File: config.mk
export PLATFORM = sky130hd
export DESIGN_NAME = remote_frame_receiver
export DESIGN_NICKNAME = d
export VERILOG_FILES = /design/src/hdl/rfr_pkg.sv /design/src/hdl/remote_frame_receiver.sv
export VERILOG_INCLUDE_DIRS = /design/src /design/src/hdl
export SDC_FILE = /design/constraint.sdc
export NUM_CORES = 1
export LEC_CHECK = 0
export BUFFER_PORTS_ARGS = -buffer_cell sky130_fd_sc_hd__buf_4
export CAP_MARGIN = 20
export CORE_UTILIZATION = 55
export CTS_BUF_LIST = sky130_fd_sc_hd__clkbuf_8
export CTS_CLUSTER_SIZE = 24
export DETAILED_ROUTE_END_ITERATION = 16
export PLACE_DENSITY = 0.71
export SLEW_MARGIN = 20
export SYNTH_ARGS = -nofsm -noshare
export SYNTH_HDL_FRONTEND = slang
export SYNTH_SLANG_ARGS = --single-unit
File: constraint.sdc
create_clock -name clk -period 3.1 [get_ports clk]
set_input_delay 0.155 -clock clk [delete_from_list [all_inputs] [get_ports clk]]
set_output_delay 0.155 -clock clk [all_outputs]
set_load 0.005 [all_outputs]
File: src/hdl/remote_frame_receiver_defines.svh
// Assertion macros shared by the RTL.
`ifndef REMOTE_FRAME_RECEIVER_DEFINES_SVH
`define REMOTE_FRAME_RECEIVER_DEFINES_SVH

// same-cycle implication
`define RFR_ASSERT_NOW(label, clk, rst_n, ante, cons) \
	label: assert property (@(posedge clk) disable iff (!rst_n) (ante) |-> (cons)) \
		else $error("assertion failed");

// next-cycle implication
`define RFR_ASSERT_NEXT(label, clk, rst_n, ante, cons) \
	label: assert property (@(posedge clk) disable iff (!rst_n) (ante) |=> (cons)) \
		else $error("assertion failed");

`endif

File: src/hdl/rfr_pkg.sv
package rfr_pkg;

	localparam int unsigned FrameLen = 6;
	localparam int unsigned FillW    = 3;

	localparam logic [7:0]  Sync0  = 8'hFF;
	localparam logic [7:0]  Sync1  = 8'h55;
	localparam logic [15:0] NoCode = 16'hFFFF;

	typedef logic [FillW-1:0] fill_t;

	typedef enum logic [1:0] {
		ST_NONE    = 2'd0,
		ST_NEW     = 2'd1,
		ST_BADCHK  = 2'd2,
		ST_DISCARD = 2'd3
	} status_t;

endpackage

File: src/hdl/remote_frame_receiver.sv
// remote_frame_receiver
//
// Input channel: one received serial byte per transaction (rx_byte,
// in_valid/in_ready). Output channel: one result per input byte
// (held_code, status, out_valid/out_ready).
// Bytes build a six-byte window: 0xFF 0x55, low byte, ~low, high byte, ~high.
// A window without that header is dropped on its seventh byte (status 3).
// A good frame loads held_code unless the code is 0xFFFF; a complement
// mismatch reports status 2 and keeps the held code.
// The result is registered and is valid in the cycle after its input transaction.
// Throughput: one byte per cycle while results are drained; the window state
// is updated in the cycle a byte is taken, and the result sits in a single
// output register. in_ready is high whenever the output register is empty or
// being drained, so a stalled receiver stops input only while a result waits.
// Reset clears the fill count, the header flag, the stored code (to zero)
// and the output valid flag; the held_code output register is not reset.
`include "remote_frame_receiver_defines.svh"

module remote_frame_receiver (
	input  logic        clk,
	input  logic        arst_n,
	input  logic [7:0]  rx_byte,
	input  logic        in_valid,
	output logic        in_ready,
	output logic [15:0] held_code,
	output logic [1:0]  status,
	output logic        out_valid,
	input  logic        out_ready
);

	localparam int unsigned StoreDepth = rfr_pkg::FrameLen - 1;

	rfr_pkg::fill_t   fill_q, fill_d;
	logic             header_q, header_d;
	logic [7:0]       frame_q [StoreDepth];
	logic [15:0]      code_q, code_d;
	rfr_pkg::status_t status_d;
	rfr_pkg::status_t status_q;
	logic [15:0]      held_q;
	logic             valid_q;
	logic             accept;
	logic [15:0]      frame_code;
	logic             check_ok;

	assign in_ready = !valid_q || out_ready;
	assign accept   = in_valid && in_ready;

	assign frame_code = {frame_q[4], frame_q[2]};
	assign check_ok   = (frame_q[2] == ~frame_q[3]) && (frame_q[4] == ~rx_byte);

	always_comb begin
		fill_d   = fill_q;
		header_d = header_q;
		code_d   = code_q;
		status_d = rfr_pkg::ST_NONE;
		if (fill_q >= rfr_pkg::fill_t'(rfr_pkg::FrameLen)) begin
			fill_d   = '0;
			header_d = 1'b0;
			status_d = rfr_pkg::ST_DISCARD;
		end else begin
			fill_d = fill_q + rfr_pkg::fill_t'(1);
			if (fill_q == rfr_pkg::fill_t'(1) && frame_q[0] == rfr_pkg::Sync0 &&
					rx_byte == rfr_pkg::Sync1) begin
				header_d = 1'b1;
			end
			if (header_d && fill_q == rfr_pkg::fill_t'(StoreDepth)) begin
				fill_d   = '0;
				header_d = 1'b0;
				if (check_ok) begin
					if (frame_code != rfr_pkg::NoCode) begin
						code_d   = frame_code;
						status_d = rfr_pkg::ST_NEW;
					end
				end else begin
					status_d = rfr_pkg::ST_BADCHK;
				end
			end
		end
	end

	always_ff @(posedge clk or negedge arst_n) begin
		if (!arst_n) begin
			fill_q   <= '0;
			header_q <= 1'b0;
			code_q   <= '0;
			valid_q  <= 1'b0;
		end else begin
			if (accept) begin
				fill_q   <= fill_d;
				header_q <= header_d;
				code_q   <= code_d;
				valid_q  <= 1'b1;
			end else if (out_ready) begin
				valid_q  <= 1'b0;
			end
		end
	end

	always_ff @(posedge clk) begin
		if (accept) begin
			held_q   <= code_d;
			status_q <= status_d;
			if (fill_q < rfr_pkg::fill_t'(StoreDepth)) begin
				frame_q[fill_q] <= rx_byte;
			end
		end
	end

	assign held_code = held_q;
	assign status    = status_q;
	assign out_valid = valid_q;

	`RFR_ASSERT_NOW(a_fill_range, clk, arst_n, 1'b1,
		fill_q <= rfr_pkg::fill_t'(rfr_pkg::FrameLen))

	`RFR_ASSERT_NOW(a_header_fill, clk, arst_n, header_q,
		fill_q >= rfr_pkg::fill_t'(2) && fill_q <= rfr_pkg::fill_t'(StoreDepth))

	`RFR_ASSERT_NOW(a_no_reserved_code, clk, arst_n, 1'b1, code_q != rfr_pkg::NoCode)

	`RFR_ASSERT_NEXT(a_discard, clk, arst_n,
		accept && fill_q == rfr_pkg::fill_t'(rfr_pkg::FrameLen),
		out_valid && status_q == rfr_pkg::ST_DISCARD && fill_q == rfr_pkg::fill_t'(0))

endmodule

==> results.md <==
- The run finished with clean final reports.
- The number of max-slew violations in the final report is 0.
- The most common flop cell mapped by yosys is edfxtp_1.
- The start-to-end type of the worst setup path is flip-flop to flip-flop.
- The clock latency reported for the late side of the worst-skew pair is 340 ps.
- Setup violations remaining at the end of the flow were counted as 0.
- The share of the clock period used by the worst path after layout is approximately 85%.
- Counting flops and latches in the post-synthesis netlist gives 71.
- The number of antenna violations at the first check in global routing is 0.
- The via-per-instance ratio is 5.769.
- For the worst setup path, the data required time is about 3200 ps.
- In this run the tightest slew margin relative to its limit is a little under three quarters.
- Port buffering added 31 buffers.
- In this run the worst path has a maximum fanout of 16.
- The number of instances in the synthesized netlist is roughly 190.
- Counting along the longest clock path gives a buffer depth of 2.
- The congestion estimate from routability-driven global placement came to 0.8463.
- Derived from the worst setup path, the maximum achievable clock frequency is 380.9 MHz.
- The number of gates resized after CTS is 0.
- The cell taking the most area after synthesis is edfxtp_1.
- The pre-CTS setup slack is 517.1 ps.
- The clock-pin slew on the worst setup and hold paths is around 70 ps.
- Cells with a size suffix above 1 make up roughly 34% of the layout.
- The worst ir drop on vdd is 0.3760 mV.
- The instance count after placement with tap cells included is 290.
- The root buffer cell chosen for the clock tree is clkbuf_8.
- The via count of the first global-routing pass is approximately 1.8k.
- The final layout contains routed wiring with a total length of 5504 microns.
- Setup repair after global routing left no endpoint under its margin.
- The worst clock skew is around 5.7 ps.
- The worst setup path is launched from a flip-flop.
- The number of antenna diodes is 0.
- The switching power of the nets is approximately 0.00053 W.
- The cell with the most instances after synthesis is edfxtp_1.
- During I/O placement, the number of pins put on the boundary was 32.
- The analysis attributes to cell leakage a power of between 1 and 1.5 nW.
- The count of placed standard cells in the final layout, fillers left out is around 310.
- For the pin with the worst max-slew slack, the measured transition is 436.9 ps.
- The total via count in the routed design is ~1.8k.
- Dividing the detail-routed wire length by the instance count gives approximately 18 microns.
- The H-tree was split into 3 levels.
- Summed over all failing endpoints, the final setup total negative slack is 0 ps.
- The core box area is 5140 sq um.
- The first-pass iteration count of the detailed router is 4.
- Relative to the synthesized area, the layout overhead comes to 17.53%.
- The path class of the tightest hold or removal check is input port to flip-flop.
- The mean area per synthesized cell is ~16 sq um.
- Synthesis produced a netlist with a net count of ~200.
- Counting I/O delays and the setup requirement, the final critical path takes between 2000 and 3000 ps.
- Global routing used a little under a quarter of the available tracks across all layers.
- The sequential share of the synthesized area is around two thirds.
- The netlist area before placement is around 3000 sq um.
- Cell internal power was estimated by the tool at about 0.0015 W.
- The portion of total power attributed to the clock network is between 30% and 40%.
- The fraction of synthesis flops using an asynchronous set or reset pin is a little under 30%.
- Sorting the synthesized cells by how often they occur yields edfxtp_1, dfrtp_1, mux2_2.
- The post-layout worst setup margin is between 400 and 500 ps.
- The pin count of the biggest net entering global routing is 23.
- After floorplanning, the core was divided into 26 placement rows.
- The first routing iteration left 124 violations.
- In the routed design, unresolved DRC markers number 0.
- The number of buffers added for setup after CTS is 0.
- In this run switching power makes up between 20% and 30% of total power.
- The number of antenna-violating nets in the routed design is 0.
- The number of hold violations in the final report is 0.
- The floorplan step set the die width to roughly 75 microns.
- The share of the synthesized area in the top cell type is 50.68%.
- In this run the vertical extent of the chip is 75.40 microns.
- The net count of the finished layout is approximately 250.
- Data on the critical path arrives at its endpoint at 2720 ps.
- The number of enable-type register cells in the synthesized netlist is 50.
- The power per standard cell area is around 590 nW/um^2.
- For this run, the number of Yosys warnings is 0.
- The proportion of power drawn by combinational gates is a little under an eighth.
- Final hold analysis gives a worst-case slack of about 20 ps.
- By area the synthesized netlist is led by edfxtp_1, dfrtp_1, mux2_2.
- The number of clock buffers added by TritonCTS is 9.
- The overall overflow remaining after global route is 0.
- The number of different library cells in the post-synthesis netlist is 31.
- The floorplan step defined a die boundary enclosing 5684 sq um.
- The part of the power in registers is a little under 60%.
- Across the run, the number of max-cap violations was 0.
- The number of sinks driven by the clock tree is 71.
- The endpoint kind of the worst setup timing path is a flip-flop.
- The first global-routing pass estimated just under 9000 microns of wire.
- The hold-fix buffer count after cts is 1.
- The clock tree from TritonCTS is yes.
- Once the floorplan was initialized, standard cells occupied 57.64% of the core.
- The detailed placement HPWL is between 3000 and 4000 microns.
[through the flow]
step | util [%] | instance area, sq um | total power, W
finish | 67.75 | 3482 | 0.002041
global route | 67.75 | 3482 | 0.002141
CTS | 67.75 | 3482 | 0.002053
detailed placement | 64.34 | 3307 | 0.001443
global placement | 64.34 | 3307 | 0.001420
floorplan | - | 2963 | 0.001324
[path summary, 6_finish.rpt]
| check | to | start | slack (ps) | depth (start not counted) |
|---|---|---|---|---|
| max | held_code[2]$_DFFE_PP_ | fill_q[0]$_DFFE_PN0P_ | 470 | 8 |
| min | out_valid$_DFFE_PN0P_ | in_valid | 20 | 2 |
| max reg2reg | held_code[2]$_DFFE_PP_ | fill_q[0]$_DFFE_PN0P_ | 470 | 8 |
| min reg2reg | code_q[2]$_DFFE_PN0P_ | code_q[2]$_DFFE_PN0P_ | 510 | 1 |
| max in group asynchronous | code_q[4]$_DFFE_PN0P_ | arst_n | 2640 | 2 |
| min in group asynchronous | fill_q[1]$_DFFE_PN0P_ | arst_n | 230 | 2 |
[cells by family after synthesis]
logic type / synth area share (%)
buffers and inverters: 1.478
multiplexers: 9.882
AND/OR/NAND/NOR: 10.14
adder cells (fa/ha/maj): 1.267
AO/OA/AOI/OAI: 4.096
XOR/XNOR: 4.730
flip-flops: 68.41
[cell usage in the layout (no fill, tap or decap)]
master / Yosys / routed
edfxtp_1: 50 / 50
buf_4: 1 / 38
dfrtp_1: 21 / 21
mux2_2: 18 / 18
xor2_1: 16 / 16
clkbuf_8: 0 / 10
nand4_1: 9 / 9
nand2_1: 7 / 7
o21ai_0: 7 / 7
mux2_4: 6 / 6
nor4_1: 5 / 5
o21a_1: 5 / 5
inv_1: 4 / 5
or4_1: 4 / 4
o22a_1: 4 / 4
clkinv_2: 0 / 4
nand3_1: 3 / 3
or3_1: 3 / 3
nor3_1: 3 / 3
ha_1: 3 / 3
nand2b_1: 2 / 2
and4_1: 2 / 2
nor2_1: 2 / 2
or2_0: 1 / 1
o21ai_2: 1 / 1
or3_4: 1 / 1
nor4_4: 1 / 1
or4_4: 1 / 1
nand4bb_1: 1 / 1
nand4b_1: 1 / 1
a21oi_1: 1 / 1
clkinv_1: 0 / 1
dlygate4sd3_1: 0 / 1
[metal layers]
layer / track usage (%) / part of all wire (%)
met2: 37.10 / 50
met1: 28.55 / 44
met4: 13.58 / 2.6
met3: 4.365 / 3.4
met5: 0 / 0
[power groups by stage]
| stage | clock network [W] | registers, W | logic [W] |
|---|---|---|---|
| after floorplan | 0 | 0.00117 | 0.000149 |
| after global placement | 0 | 0.00119 | 0.000228 |
| after detailed placement | 0 | 0.00120 | 0.000244 |
| after CTS | 0.000627 | 0.00118 | 0.000246 |
| after global routing | 0.000673 | 0.00119 | 0.000277 |
| final | 0.000616 | 0.00118 | 0.000245 |
[cell type report]
cell class | instances | area, sq um
clock buffer | 10 | 137.6
clock inverter | 6 | 27.53
fill | 376 | 1658
inverter | 4 | 15.01
multi-input combinational | 107 | 892.1
sequential | 71 | 2027
tap | 70 | 87.58
timing repair buffer | 39 | 295.3
[critical path, cell delays in order, from the launching register on]
cell and delay, ps:
dfrtp_1 440, inv_1 120, ha_1 230, o21ai_2 180, nand4_1 160, or3_4 450, nor4_4 140, buf_4 300
mux2_2 370
[state kept, by name (all words and copies together) (netlist names)]
| name | cells |
|---|---|
| frame_q | 32 |
| code_q | 16 |
| held_code | 16 |
| fill_q | 3 |
| status | 2 |
| header_q | 1 |
| out_valid | 1 |
Power figures use the tool's default switching activity.
